==> src/design/imadec_pkg.sv <==
// Shared constants, result and channel-state types, and the IMA ADPCM step
// table and nibble decode function for the WAV IMA ADPCM block decoder.
// No dependencies.
package imadec_pkg;

    localparam int MAX_CHANNELS    = 8;
    localparam int MAX_BLOCK_BYTES = 4096;

    localparam int CH_W    = (MAX_CHANNELS > 1) ? $clog2(MAX_CHANNELS) : 1;
    localparam int NCH_W   = $clog2(MAX_CHANNELS + 1);
    localparam int POS_W   = $clog2(MAX_BLOCK_BYTES);
    localparam int LEN_W   = $clog2(MAX_BLOCK_BYTES + 1);
    localparam int WORD_W  = POS_W - 2;
    localparam int FRAME_W = 13;
    localparam int IDX_W   = 7;
    localparam int IDX_MAX = 88;

    localparam int CFG_IDX_W  = 8;
    localparam int CFG_DATA_W = 13;
    localparam int CFG_CH_W   = 4;
    localparam int CFG_BB_W   = 13;
    localparam int MIN_BLOCK_BYTES = 8;

    // Configuration register indexes
    localparam logic [CFG_IDX_W-1:0] REG_CHANNELS    = 8'd0;
    localparam logic [CFG_IDX_W-1:0] REG_BLOCK_BYTES = 8'd1;

    // Byte lanes of a channel header
    localparam logic [1:0] LANE_PRED_LO  = 2'd0;
    localparam logic [1:0] LANE_PRED_HI  = 2'd1;
    localparam logic [1:0] LANE_STEP_IDX = 2'd2;
    localparam logic [1:0] LANE_RESERVED = 2'd3;

    typedef struct packed {
        logic signed [15:0]   sample;
        logic [CH_W-1:0]      channel;
        logic [FRAME_W-1:0]   frame_index;
        logic                 last_of_byte;
        logic                 block_end;
    } t_result;

    typedef struct packed {
        logic signed [15:0] pred;
        logic [IDX_W-1:0]   idx;
    } t_chan_state;

    function automatic logic [14:0] step_size(input logic [IDX_W-1:0] idx);
        logic [14:0] s;
        case (idx)
            7'd0:  s = 15'd7;     7'd1:  s = 15'd8;     7'd2:  s = 15'd9;
            7'd3:  s = 15'd10;    7'd4:  s = 15'd11;    7'd5:  s = 15'd12;
            7'd6:  s = 15'd13;    7'd7:  s = 15'd14;    7'd8:  s = 15'd16;
            7'd9:  s = 15'd17;    7'd10: s = 15'd19;    7'd11: s = 15'd21;
            7'd12: s = 15'd23;    7'd13: s = 15'd25;    7'd14: s = 15'd28;
            7'd15: s = 15'd31;    7'd16: s = 15'd34;    7'd17: s = 15'd37;
            7'd18: s = 15'd41;    7'd19: s = 15'd45;    7'd20: s = 15'd50;
            7'd21: s = 15'd55;    7'd22: s = 15'd60;    7'd23: s = 15'd66;
            7'd24: s = 15'd73;    7'd25: s = 15'd80;    7'd26: s = 15'd88;
            7'd27: s = 15'd97;    7'd28: s = 15'd107;   7'd29: s = 15'd118;
            7'd30: s = 15'd130;   7'd31: s = 15'd143;   7'd32: s = 15'd157;
            7'd33: s = 15'd173;   7'd34: s = 15'd190;   7'd35: s = 15'd209;
            7'd36: s = 15'd230;   7'd37: s = 15'd253;   7'd38: s = 15'd279;
            7'd39: s = 15'd307;   7'd40: s = 15'd337;   7'd41: s = 15'd371;
            7'd42: s = 15'd408;   7'd43: s = 15'd449;   7'd44: s = 15'd494;
            7'd45: s = 15'd544;   7'd46: s = 15'd598;   7'd47: s = 15'd658;
            7'd48: s = 15'd724;   7'd49: s = 15'd796;   7'd50: s = 15'd876;
            7'd51: s = 15'd963;   7'd52: s = 15'd1060;  7'd53: s = 15'd1166;
            7'd54: s = 15'd1282;  7'd55: s = 15'd1411;  7'd56: s = 15'd1552;
            7'd57: s = 15'd1707;  7'd58: s = 15'd1878;  7'd59: s = 15'd2066;
            7'd60: s = 15'd2272;  7'd61: s = 15'd2499;  7'd62: s = 15'd2749;
            7'd63: s = 15'd3024;  7'd64: s = 15'd3327;  7'd65: s = 15'd3660;
            7'd66: s = 15'd4026;  7'd67: s = 15'd4428;  7'd68: s = 15'd4871;
            7'd69: s = 15'd5358;  7'd70: s = 15'd5894;  7'd71: s = 15'd6484;
            7'd72: s = 15'd7132;  7'd73: s = 15'd7845;  7'd74: s = 15'd8630;
            7'd75: s = 15'd9493;  7'd76: s = 15'd10442; 7'd77: s = 15'd11487;
            7'd78: s = 15'd12635; 7'd79: s = 15'd13899; 7'd80: s = 15'd15289;
            7'd81: s = 15'd16818; 7'd82: s = 15'd18500; 7'd83: s = 15'd20350;
            7'd84: s = 15'd22385; 7'd85: s = 15'd24623; 7'd86: s = 15'd27086;
            7'd87: s = 15'd29794;
            default: s = 15'd32767;   // index 88, and any index above clamps to it
        endcase
        return s;
    endfunction

    // One IMA ADPCM nibble: predictor update with 16-bit saturation,
    // step index update clamped to the table range.
    function automatic t_chan_state decode_nibble(input t_chan_state s,
                                                  input logic [3:0]  nib);
        logic [14:0]        step;
        logic [15:0]        diff;
        logic signed [17:0] base;
        logic signed [17:0] sum;
        logic signed [7:0]  adj;
        logic signed [7:0]  nidx;
        t_chan_state        r;
        step = step_size(s.idx);
        diff = 16'(step >> 3);
        if (nib[2]) diff = diff + 16'(step);
        if (nib[1]) diff = diff + 16'(step >> 1);
        if (nib[0]) diff = diff + 16'(step >> 2);
        base = 18'(s.pred);
        sum  = nib[3] ? base - $signed({2'b00, diff}) : base + $signed({2'b00, diff});
        if (sum > 18'sd32767)
            r.pred = 16'sh7fff;
        else if (sum < -18'sd32768)
            r.pred = 16'sh8000;
        else
            r.pred = sum[15:0];
        adj  = nib[2] ? ($signed({5'b00000, nib[1:0], 1'b0}) + 8'sd2) : -8'sd1;
        nidx = $signed({1'b0, s.idx}) + adj;
        if (nidx < 8'sd0)
            r.idx = '0;
        else if (nidx > 8'(IDX_MAX))
            r.idx = IDX_W'(IDX_MAX);
        else
            r.idx = nidx[IDX_W-1:0];
        return r;
    endfunction

endpackage

==> src/design/ima_adpcm_block_decoder.sv <==
// Top level of the WAV IMA ADPCM block decoder: block position tracking,
// per-channel predictor/step-index state and the two-nibble decode datapath.
// Depends on imadec_pkg.
//
//  Channel   Handshake                 Payload                          Per transaction
//  --------  ------------------------  -------------------------------  ----------------------
//  input     i_valid / o_ready         i_data_byte                      one block byte
//  result    o_valid / i_ready         o_sample, o_channel,             one decoded sample
//                                      o_frame_index, o_last_of_byte,
//                                      o_block_end
//  config    i_cfg_valid / o_cfg_ready i_cfg_index, i_cfg_data          one register write
//
// Header bytes only update channel state; a data byte makes two samples,
// and the result port hands out one sample per cycle while i_ready is high.
// An accepted byte is registered in the decode stage, its samples in the result buffer.
// Reset (synchronous, active low) sets channels = 1, block_bytes = 512,
// clears all predictors and step indices and restarts the block.
// A stalled result port fills the two-entry result buffer and then holds the
// decode stage; header bytes still drain the decode stage while results wait.
module ima_adpcm_block_decoder (
    input  logic                              i_clk,
    input  logic                              i_rst_n,
    // byte input
    input  logic                              i_valid,
    output logic                              o_ready,
    input  logic [7:0]                        i_data_byte,
    // sample output
    output logic                              o_valid,
    input  logic                              i_ready,
    output logic signed [15:0]                o_sample,
    output logic [imadec_pkg::CH_W-1:0]       o_channel,
    output logic [imadec_pkg::FRAME_W-1:0]    o_frame_index,
    output logic                              o_last_of_byte,
    output logic                              o_block_end,
    // configuration writes
    input  logic                              i_cfg_valid,
    output logic                              o_cfg_ready,
    input  logic [imadec_pkg::CFG_IDX_W-1:0]  i_cfg_index,
    input  logic [imadec_pkg::CFG_DATA_W-1:0] i_cfg_data
);
    import imadec_pkg::*;

    // configuration
    logic [CFG_CH_W-1:0] r_channels;
    logic [CFG_BB_W-1:0] r_block_bytes;

    // block bookkeeping, advanced as each byte is accepted unless any config write lands in that cycle
    logic [POS_W-1:0]  r_pos;
    logic [CH_W-1:0]   r_dch;
    logic [WORD_W-1:0] r_word;

    // decode stage: the accepted byte and where it sits in the block
    logic               r_s_valid;
    logic [7:0]         r_s_byte;
    logic               r_s_hdr;
    logic [1:0]         r_s_lane;
    logic [CH_W-1:0]    r_s_ch;
    logic [FRAME_W-1:0] r_s_frame;
    logic               r_s_last;

    // per-channel decoder state
    logic signed [15:0] r_pred [MAX_CHANNELS];
    logic [IDX_W-1:0]   r_idx  [MAX_CHANNELS];

    // result buffer: head drives the port, second holds the high nibble
    logic    r_o_valid;
    logic    r_q_valid;
    t_result r_o;
    t_result r_q;

    logic [NCH_W-1:0] eff_ch;
    logic [LEN_W-1:0] eff_len;
    logic             in_fire;
    logic             in_hdr;
    logic             in_last;
    logic [1:0]       in_lane;
    logic             out_pop;
    logic             s_fire;
    logic             cfg_fire;
    t_chan_state      cur_st;
    t_chan_state      st_lo;
    t_chan_state      st_hi;
    t_result          res_lo;
    t_result          res_hi;

    // Clamp the raw register values to the supported range.
    always_comb begin
        if (r_channels == '0)
            eff_ch = NCH_W'(1);
        else if (int'(r_channels) > MAX_CHANNELS)
            eff_ch = NCH_W'(MAX_CHANNELS);
        else
            eff_ch = NCH_W'(r_channels);

        if (int'(r_block_bytes) < MIN_BLOCK_BYTES)
            eff_len = LEN_W'(MIN_BLOCK_BYTES);
        else if (int'(r_block_bytes) > MAX_BLOCK_BYTES)
            eff_len = LEN_W'(MAX_BLOCK_BYTES);
        else
            eff_len = LEN_W'(r_block_bytes);
    end

    assign in_lane = r_pos[1:0];
    assign in_hdr  = r_pos < (POS_W'(eff_ch) << 2);
    assign in_last = (LEN_W'(r_pos) + LEN_W'(1)) >= eff_len;

    assign out_pop = r_o_valid && i_ready;
    // Header bytes only touch state; data bytes need the whole result buffer.
    assign s_fire  = r_s_valid && (r_s_hdr || (!r_q_valid && (!r_o_valid || out_pop)));
    assign o_ready = !r_s_valid || s_fire;
    assign in_fire = i_valid && o_ready;

    assign o_cfg_ready = 1'b1;
    assign cfg_fire    = i_cfg_valid;

    // Two chained nibble decodes, low nibble first, on the channel's state.
    always_comb begin
        cur_st.pred = r_pred[r_s_ch];
        cur_st.idx  = r_idx[r_s_ch];
        st_lo       = decode_nibble(cur_st, r_s_byte[3:0]);
        st_hi       = decode_nibble(st_lo, r_s_byte[7:4]);

        res_lo.sample       = st_lo.pred;
        res_lo.channel      = r_s_ch;
        res_lo.frame_index  = r_s_frame;
        res_lo.last_of_byte = 1'b0;
        res_lo.block_end    = r_s_last;

        res_hi.sample       = st_hi.pred;
        res_hi.channel      = r_s_ch;
        res_hi.frame_index  = r_s_frame | FRAME_W'(1);
        res_hi.last_of_byte = 1'b1;
        res_hi.block_end    = r_s_last;
    end

    // Control state: configuration, bookkeeping counters, valid flags, stores.
    always_ff @(posedge i_clk) begin
        if (!i_rst_n) begin
            r_channels    <= CFG_CH_W'(1);
            r_block_bytes <= CFG_BB_W'(512);
            r_pos         <= '0;
            r_dch         <= '0;
            r_word        <= '0;
            r_s_valid     <= 1'b0;
            r_o_valid     <= 1'b0;
            r_q_valid     <= 1'b0;
            for (int i = 0; i < MAX_CHANNELS; i++) begin
                r_pred[i] <= '0;
                r_idx[i]  <= '0;
            end
        end else begin
            if (cfg_fire) begin
                unique case (i_cfg_index)
                    REG_CHANNELS: begin
                        r_channels <= i_cfg_data[CFG_CH_W-1:0];
                        r_pos      <= '0;
                        r_dch      <= '0;
                        r_word     <= '0;
                    end
                    REG_BLOCK_BYTES: begin
                        r_block_bytes <= i_cfg_data[CFG_BB_W-1:0];
                        r_pos         <= '0;
                        r_dch         <= '0;
                        r_word        <= '0;
                    end
                    default: ;  // drop writes to unknown registers
                endcase
            end else if (in_fire) begin
                // advance the block position; wrap at the block's last byte
                if (in_last)
                    r_pos <= '0;
                else
                    r_pos <= r_pos + POS_W'(1);
                if (in_last) begin
                    r_dch  <= '0;
                    r_word <= '0;
                end else if (!in_hdr && in_lane == LANE_RESERVED) begin
                    // end of a data word: rotate to the next channel
                    if ((NCH_W'(r_dch) + NCH_W'(1)) >= eff_ch) begin
                        r_dch  <= '0;
                        r_word <= r_word + WORD_W'(1);
                    end else begin
                        r_dch <= r_dch + CH_W'(1);
                    end
                end
            end

            if (in_fire)
                r_s_valid <= 1'b1;
            else if (s_fire)
                r_s_valid <= 1'b0;

            if (s_fire) begin
                if (r_s_hdr) begin
                    case (r_s_lane)
                        LANE_PRED_LO:  r_pred[r_s_ch][7:0]  <= r_s_byte;
                        LANE_PRED_HI:  r_pred[r_s_ch][15:8] <= r_s_byte;
                        LANE_STEP_IDX: r_idx[r_s_ch] <= (int'(r_s_byte) > IDX_MAX) ?
                                                        IDX_W'(IDX_MAX) :
                                                        r_s_byte[IDX_W-1:0];
                        default: ;  // reserved header byte
                    endcase
                end else begin
                    r_pred[r_s_ch] <= st_hi.pred;
                    r_idx[r_s_ch]  <= st_hi.idx;
                end
            end

            if (s_fire && !r_s_hdr) begin
                r_o_valid <= 1'b1;
                r_q_valid <= 1'b1;
            end else if (out_pop) begin
                r_o_valid <= r_q_valid;
                r_q_valid <= 1'b0;
            end
        end
    end

    // Payload registers
    always_ff @(posedge i_clk) begin
        if (in_fire) begin
            r_s_byte  <= i_data_byte;
            r_s_hdr   <= in_hdr;
            r_s_lane  <= in_lane;
            r_s_ch    <= in_hdr ? r_pos[CH_W+1:2] : r_dch;
            r_s_frame <= (FRAME_W'(r_word) << 3) | (FRAME_W'(in_lane) << 1);
            r_s_last  <= in_last;
        end
        if (s_fire && !r_s_hdr) begin
            r_o <= res_lo;
            r_q <= res_hi;
        end else if (out_pop) begin
            r_o <= r_q;
        end
    end

    assign o_valid        = r_o_valid;
    assign o_sample       = r_o.sample;
    assign o_channel      = r_o.channel;
    assign o_frame_index  = r_o.frame_index;
    assign o_last_of_byte = r_o.last_of_byte;
    assign o_block_end    = r_o.block_end;

endmodule

==> config.mk <==
export PLATFORM = sky130hd
export DESIGN_NAME = ima_adpcm_block_decoder
export DESIGN_NICKNAME = d
export VERILOG_FILES = /design/src/design/imadec_pkg.sv /design/src/design/ima_adpcm_block_decoder.sv
export SDC_FILE = /design/constraint.sdc
export NUM_CORES = 1
export LEC_CHECK = 0
export BUFFER_PORTS_ARGS = -buffer_cell sky130_fd_sc_hd__clkbuf_2
export CAP_MARGIN = 20
export CELL_PAD_IN_SITES_DETAIL_PLACEMENT = 0
export CELL_PAD_IN_SITES_GLOBAL_PLACEMENT = 1
export CORE_MARGIN = 5
export CORE_UTILIZATION = 45
export CTS_BUF_LIST = sky130_fd_sc_hd__clkbuf_16
export CTS_CLUSTER_SIZE = 12
export DETAILED_ROUTE_END_ITERATION = 8
export PLACE_DENSITY_LB_ADDON = 0.1
export SLEW_MARGIN = 25
export SYNTH_ARGS = -nofsm -noshare
export SYNTH_HDL_FRONTEND = slang
export SYNTH_SLANG_ARGS = --single-unit
==> constraint.sdc <==
create_clock -name i_clk -period 32.9 [get_ports i_clk]
set_input_delay 6.58 -clock i_clk [delete_from_list [all_inputs] [get_ports i_clk]]
set_output_delay 6.58 -clock i_clk [all_outputs]
set_load 0.01 [all_outputs]
# Word level (Yosys, flattened, before mapping)
# Memory sizes are Yosys's and may differ from the RTL's. A register that Yosys moved wholly into a read port is not among the register bits.
# Cells that the tools add are included.
# totals
mem_bits_rw,184
reg_bits,139
out_inout_bits,37
wordCells,179
inputBits,34
memories,4
romBits,3840
# classes
bitwise,4
addsub,19
n_lt_le_gt_ge,15
reduce_logical,30
eq_ne,5
muxes,79
# memory_table
memory,words,width,read_ports,rd_ports_with_merged_regs,wr,line_no,source
(no name shown),128,15,1,0,0,imadec_pkg.sv:49,case (idx)
(no name shown),128,15,1,0,0,imadec_pkg.sv:49,
r_pred,8,16,1,1,8,ima_adpcm_block_decoder.sv:62,logic signed [15:0] r_pred [MAX_CHANNELS];
r_idx,8,7,1,1,8,ima_adpcm_block_decoder.sv:63,logic [IDX_W-1:0] r_idx [MAX_CHANNELS];
# ops
operator,count
2-to-1 mux 16 bit,11
2-to-1 mux 34 bit,2
2-to-1 mux 10 bit,6
2-to-1 mux 7 bit,7
2-to-1 mux 12 bit,4
adder 16 x 17 -> 18 bit,2
> comparator 18 x 16 -> 1 bit (second input constant),2
less-than comparator 18 x 16 -> 1 bit (second input constant),2
2-to-1 mux 18 bit,2
subtractor 16 x 17 -> 18 bit,2
2-to-1 mux 3 bit,11
adder 12 x 15 -> 16 bit,2
adder 16 x 13 -> 16 bit,2
adder 16 x 14 -> 16 bit,2
2-to-1 mux 8 bit,4
2-to-1 mux 1 bit,27
2-to-1 mux 13 bit,2
adder 8 bit,2
> comparator 8 bit (second input constant),2
less-than comparator 8 x 1 -> 1 bit (second input constant),2
OR reduction 16 bit,1
adder 12 x 1 -> 13 bit (second input constant),1
>= comparator 13 bit,1
> comparator 13 bit (second input constant),1
other kinds (31),52

# Depth between registers and ports, before layout
# Gate-level depths: netlist of run 1.
# An unclocked memory read counts as a cell.
# depth
depth_word,20
ltp_mapped,73
mapped_depth_nobuf,66

# Least setup slack after synthesis of run 1
# OpenSTA, ideal clock, no wires.
# synth_timing
path_type,register to register
startpoint,register (tool-made name)
endpoint,memory r_pred[1][10] (data pin)
arrival_ps,13890
slack_ps,18869
path_buffers,5
path_stages_with_launch,67
synth_period_minus_slack_ps,14031
t_required_ps,32759
path_cell_list,dfxtp_1 > buf_6 > buf_12 > mux4_2 > mux2i_4 > inv_1 > ha_1 > clkbuf_1 > or2_2 > a211oi_1 > o21ai_0 > a221oi_1 > a21o_1 > mux2i_1 > ha_1 > fa_1 > a211oi_1 > o21ai_0 > [31 not listed] > inv_1 > fa_1 > a21o_1 > a21oi_1 > o21bai_1 > a21oi_1 > o21bai_1 > a21oi_1 > o21bai_1 > a21oi_1 > o21bai_1 > nand2_1 > nand2_1 > o21ba_2 > o22ai_1 > buf_1 > o21ai_4 > a21oi_2
# synth_rtl
item,line_no
end: declaration,ima_adpcm_block_decoder.sv:62

==> results.py, run 1 <==
metrics = {
    "run_status": {
        "status": "complete, no violations",
    },
    "synth": {
        "synth.distinct_cells": 113,
        "yosysTopAreaCell": "edfxtp_1",
        "synthesis.nets": 3284,
        "netlist.area_leader.share_pct": 29.8,
        "synth-async-reset-ratio_pct": 0,
        "netlist_area_mm2": 0.0276,
        "ys_seq_area_share_pct": 33.4,
        "synth_area_leaders": "edfxtp_1 (30%), ha_1 (8.3%), nand2_1 (6.0%)",
        "syn_avg_cell_area_um2": 9.02,
        "synth-main-ff-cell": "edfxtp_1",
        "yosys_warnings": 0,
        "synthCells": 3058,
        "synth_edf_count": 274,
        "ys_seq_elements": 323,
    },
    "cells_and_area": {
        "drive_above_1_share_pct": 14.1,
        "layout_commonest_cell": "nand2_1",
        "multi_input_area_mm2": 0.0172,
        "final_cell_count_no_fill": 3868,
        "final_cell_mix": "nand2_1 (440), edfxtp_1 (274), nor2_1 (265)",
        "final_util_pct": 49.0,
        "final_cell_area_mm2": 0.0297,
        "n_fill_cell": 5747,
        "layout.nets": 3283,
        "ff_latch_area_mm2": 0.00922,
        "area_delta_synth_final_pct": 7.62,
    },
    "timing": {
        "slew_headroom_pct": 29.1,
        "tightestPinTransition_ns": 1.06,
        "tns_ns": 0,
        "whs_ns": 0.447,
        "fmax_mhz": 52.0,
        "period_needed_ns": 19.22,
        "setup_violations": 0,
        "fin_ws_ns": 13.68,
        "finalHoldViolCount": 0,
        "clock_skew_ns": 0.0175,
        "rsz0062_at_grt": "no",
        "fin_crit_sh_pct": 58.4,
        "report.final.slew_viol_count": 0,
    },
    "die": {
        "initial_utilization_pct": 45.5,
        "io_pins": 71,
        "die_w_um": 258,
        "die_area_mm2": 0.0663,
        "rows": 90,
        "die_y_um": 258,
        "fp.coreArea_mm2": 0.0606,
    },
    "global_route": {
        "grt_pass1_vias": 23500,
        "overflow": 0,
        "grt_max_degree": 67,
        "antenna_found_initial": 1,
        "grt_first_pass_wirelength_um": 143000,
        "grt_usage_pct": 27.2,
    },
    "setup_path": {
        "r2r-end": "r_pred[1][3]",
        "path_max_fanout": 62,
        "endpoint_kind": "flop",
        "cp.arrival_ns": 19.47,
        "crit_top_cell": "a21oi_1",
        "endpoint": "r_pred[1][3]",
        "reg2reg_depth": 62,
        "cpMaxStageDelayCell": "a21oi_1",
        "critPathLaunchType": "flop",
        "required_ns": 33.15,
        "slowest_delay_ns": 0.80,
        "ff2ff_setup_slack_ns": 13.68,
        "crit_type": "reg -> reg",
    },
    "clock_tree": {
        "clk_pin_slew_worst_paths_ns": 0.06,
        "cts_tree": "built",
        "cts_hold_buffers": 0,
        "cts.sinks": 323,
        "cts_made_buffers": 36,
        "cts_max_path_buffers": 3,
        "clk_latency_ns": 0.54,
        "htreeDepth": 2,
        "cts_resized": 0,
        "post_cts_buffers": 0,
        "root_buffer": "clkbuf_16",
    },
    "place": {
        "portBuffers": 69,
        "dp_slack_ns": 13.68,
        "place_area_mm2": 0.0286,
        "dp_hpwl_um": 69600,
        "place_inst": 3801,
        "gp_congestion": 0.969,
    },
    "pwr": {
        "max-vdd-ir-drop_mv": 0.208,
        "power_mw": 3.44,
        "leakagePower_nw": 11.7,
        "p_per_area_mw_per_mm2": 116,
    },
    "run": {
        "maxCapViolCount": 0,
    },
    "detailed_routing": {
        "drc": 0,
        "routedWlPerCell_um": 24.4,
        "final_antenna_net_count": 0,
        "first_pass_iters": 6,
        "drt_iter0_drc": 2413,
        "wl_um": 94300,
        "routed_via_density": 6.28,
        "num_vias": 24300,
    },
    "hold_path": {
        "hold_class": "reg -> reg",
    },
}
==> final cells by class <==
| type | count | area share (%) |
|---|---|---|
| Multi-Input combinational cell | 2469 | 58.0 |
| Tap cell | 782 | 3.30 |
| Antenna cell | 1 | 0.00843 |
| Sequential cell | 323 | 31.1 |
| Timing Repair Buffer | 125 | 2.58 |
| Clock buffer | 36 | 3.04 |
| Inverter | 102 | 1.29 |
| Clock inverter | 30 | 0.725 |
==> Yosys cell counts, types with 58 or more instances <==
library cell,instances
clkbuf_1,105
xor2_1,61
nand2_1,441
mux2i_1,58
nor2_1,265
o21ai_0,151
nand3_1,69
inv_1,90
xnor2_1,82
nor3_1,63
ha_1,182
a21oi_2,107
a21oi_1,189
edfxtp_1,274
a21o_1,73
==> metal layers <==
layer | vias to the layer above | global-route usage, % | share of wire [%]
met4 | 0 | 8.91 | 3.5
met5 | - | 0 | 0
li1 | 11300 | - | -
met1 | 11800 | 38.4 | 45
met3 | 170 | 5.17 | 7.8
met2 | 973 | 42.3 | 44
==> worst min path at each step <==
stage	endpoint	slack, ns	depth (start not counted)	startpoint
floorplan	r_q[0]	0.43	0	r_s_last
global placement	r_q[0]	0.43	0	r_s_last
detailed placement	r_q[5]	0.44	0	r_s_frame[3]
CTS	r_q[5]	0.45	0	r_s_frame[3]
global route	r_q[0]	0.47	0	r_s_last
finish	r_q[5]	0.45	0	r_s_frame[3]
==> critical path: cells and delay by family, from the launching register on <==
family	cells	cell delay [ns]
muxes	1	0.53
AOI/OAI and AO/OA	25	7.50
xor gates and xnor gates	4	0.88
adders and majority gates	7	2.96
buffers and inverters	10	3.64
DFF	1	0.53
and+or+nand+nor	15	2.56
==> sequential cells by signal (all words and copies together) (netlist names), 3 cells and up, named ones only <==
signal	flops
r_block_bytes	13
o_frame_index	13
o_channel	3
r_s_frame	11
r_s_byte	8
o_sample	16
r_dch	3
r_s_ch	3
r_pred	128
r_pos	12
r_word	10
r_channels	4
r_q	32
r_idx	56
==> cells by family (layout without fill, tap and decap cells) <==
logic type,Yosys count,in the layout,share of synthesized area [%]
compound gates,932,932,24.0
simple gates,1068,1068,17.6
mux,132,132,7.10
buf+inv,266,293,4.26
flops,323,323,33.4
xor+xnor,144,144,4.62
other cells,1,2,0.0136
fa+ha+maj,192,192,8.98
==> power breakdown <==
group / total (mW) / switching, mW / internal, mW
Clock: 0.386 / 0.170 / 0.216
Combinational: 2.57 / 1.71 / 0.857
Sequential: 0.486 / 0.00628 / 0.479
Power figures use the tool's default switching activity.
==> run 2: changes to the inputs <==
Clock period 32.9 ns to 19 ns, I/O delays scaled along.
==> results.py, run 2 (synthesis gave the netlist of run 1 again) <==
metrics = {
    "clock_tree": {
        "post_cts_buffers": 0,
        "clk_latency_ns": 0.56,
        "cts_made_buffers": 36,
        "cts.sinks": 323,
        "htreeDepth": 2,
        "cts_resized": 0,
        "root_buffer": "clkbuf_16",
        "cts_max_path_buffers": 3,
        "cts_tree": "built",
        "clk_pin_slew_worst_paths_ns": 0.06,
        "cts_hold_buffers": 0,
    },
    "setup_path": {
        "cp.arrival_ns": 18.01,
        "required_ns": 19.27,
        "reg2reg_depth": 61,
        "crit_top_cell": "a21oi_1",
        "cpMaxStageDelayCell": "a21oi_4",
        "critPathLaunchType": "flop",
        "slowest_delay_ns": 0.78,
        "path_max_fanout": 45,
        "endpoint_kind": "flop",
        "ff2ff_setup_slack_ns": 1.26,
        "crit_type": "reg -> reg",
        "r2r-end": "r_pred[1][8]",
    },
    "die": {
        "fp.coreArea_mm2": 0.0606,
        "die_w_um": 258,
        "die_y_um": 258,
        "initial_utilization_pct": 45.5,
        "io_pins": 71,
        "die_area_mm2": 0.0663,
        "rows": 90,
    },
    "global_route": {
        "grt_first_pass_wirelength_um": 142000,
        "antenna_found_initial": 1,
        "grt_max_degree": 66,
        "grt_pass1_vias": 23400,
        "overflow": 0,
        "grt_usage_pct": 27.0,
    },
    "timing": {
        "setup_violations": 0,
        "tns_ns": 0,
        "tightestPinTransition_ns": 1.09,
        "period_needed_ns": 17.74,
        "rsz0062_at_grt": "no",
        "clock_skew_ns": 0.0254,
        "whs_ns": 0.447,
        "fmax_mhz": 56.4,
        "report.final.slew_viol_count": 0,
        "finalHoldViolCount": 0,
        "fin_crit_sh_pct": 93.4,
        "slew_headroom_pct": 26.5,
    },
    "detailed_routing": {
        "routed_via_density": 6.28,
        "wl_um": 93300,
        "drt_iter0_drc": 2355,
        "final_antenna_net_count": 0,
        "first_pass_iters": 8,
        "num_vias": 24300,
        "drc": 0,
        "routedWlPerCell_um": 24.1,
    },
    "cells_and_area": {
        "regMostFlops": "r_pred",
        "n_fill_cell": 5761,
        "layout_commonest_cell": "nand2_1",
        "largest_register_ffs": 128,
        "diodes": 0,
        "ff_latch_area_mm2": 0.00922,
        "layout.nets": 3295,
        "area_delta_synth_final_pct": 8.07,
        "top_regs": "r_pred x128, r_idx x56, r_q x32",
        "drive_above_1_share_pct": 14.6,
        "final_cell_mix": "nand2_1 (440), edfxtp_1 (274), nor2_1 (265)",
        "multi_input_area_mm2": 0.0172,
    },
    "place": {
        "portBuffers": 69,
        "dp_hpwl_um": 68700,
        "gp_congestion": 0.964,
    },
    "pwr": {
        "max-vdd-ir-drop_mv": 0.258,
        "p_per_area_mw_per_mm2": 196,
        "leakagePower_nw": 11.8,
    },
    "run_status": {
        "status": "complete, no violations",
    },
    "hold_path": {
        "min_to": "r_q[13]",
        "hp-start": "r_s_frame[11]",
        "whs_path_depth": 0,
        "hold_class": "reg -> reg",
    },
    "run": {
        "maxCapViolCount": 0,
    },
}
==> run 2: worst max path at each step <==
| stage | slack [ns] | start | end |
|---|---|---|---|
| after floorplan | 4.97 | flop | r_pred[1][10] |
| final | 1.26 | flop | r_pred[1][8] |
| after global routing | 0.35 | flop | r_pred[1][3] |
| after detailed placement | 1.53 | flop | r_pred[1][3] |
| after global placement | 1.59 | flop | r_pred[1][3] |
| after CTS | 1.50 | flop | r_pred[1][8] |
==> run 2: layer usage <==
layer  GRT usage, %  routed length, um  share of wire [%]
met2           45.0              44000                 47
met3           3.65               6460                6.9
met1           37.2              40300                 43
met5              0                  0                  0
met4           7.30               2530                2.7
==> run 2: power breakdown <==
group / leakage [nW] / switching, mW / total, mW / internal [mW]
Combinational: 8.10 / 2.85 / 4.34 / 1.49
Sequential: 3.10 / 0.0112 / 0.842 / 0.830
Clock: 0.577 / 0.283 / 0.657 / 0.375
Total: 11.8 / 3.15 / 5.84 / 2.69
==> run 2: cell type report <==
cell class,instances,share of cell area (%)
Multi-Input combinational cell,2469,57.8
Sequential cell,323,30.9
Tap cell,782,3.28
Clock buffer,38,3.19
Timing Repair Buffer,137,3.02
Inverter,102,1.28
Clock inverter,24,0.504
==> run 2: stage by stage <==
step | instance area (um^2) | worst slack (ns) | power (mW) | instances | utilization [%]
finish | 29800 | 1.26 | 5.84 | 3875 | 49.2
global route | 29800 | 0.348 | 6.23 | 3875 | 49.2
CTS | 29800 | 1.50 | 5.81 | 3875 | 49.2
detailed placement | 28700 | 1.53 | 5.13 | 3813 | 47.4
global placement | 28700 | 1.59 | 5.08 | 3811 | 47.4
floorplan | 27600 | 4.97 | 4.06 | 3058 | -
==> run 2: worst max-delay path, delay by kind of cell, from the launching register on <==
kind                       cells  cell delay [ns]
and+or+nand+nor               15             2.48
adders and majority gates      7             2.94
xor gates and xnor gates       4             0.92
buffers and inverters          9             2.47
muxes                          1             0.43
DFF                            1             0.64
AOI/OAI and AO/OA             25             7.52
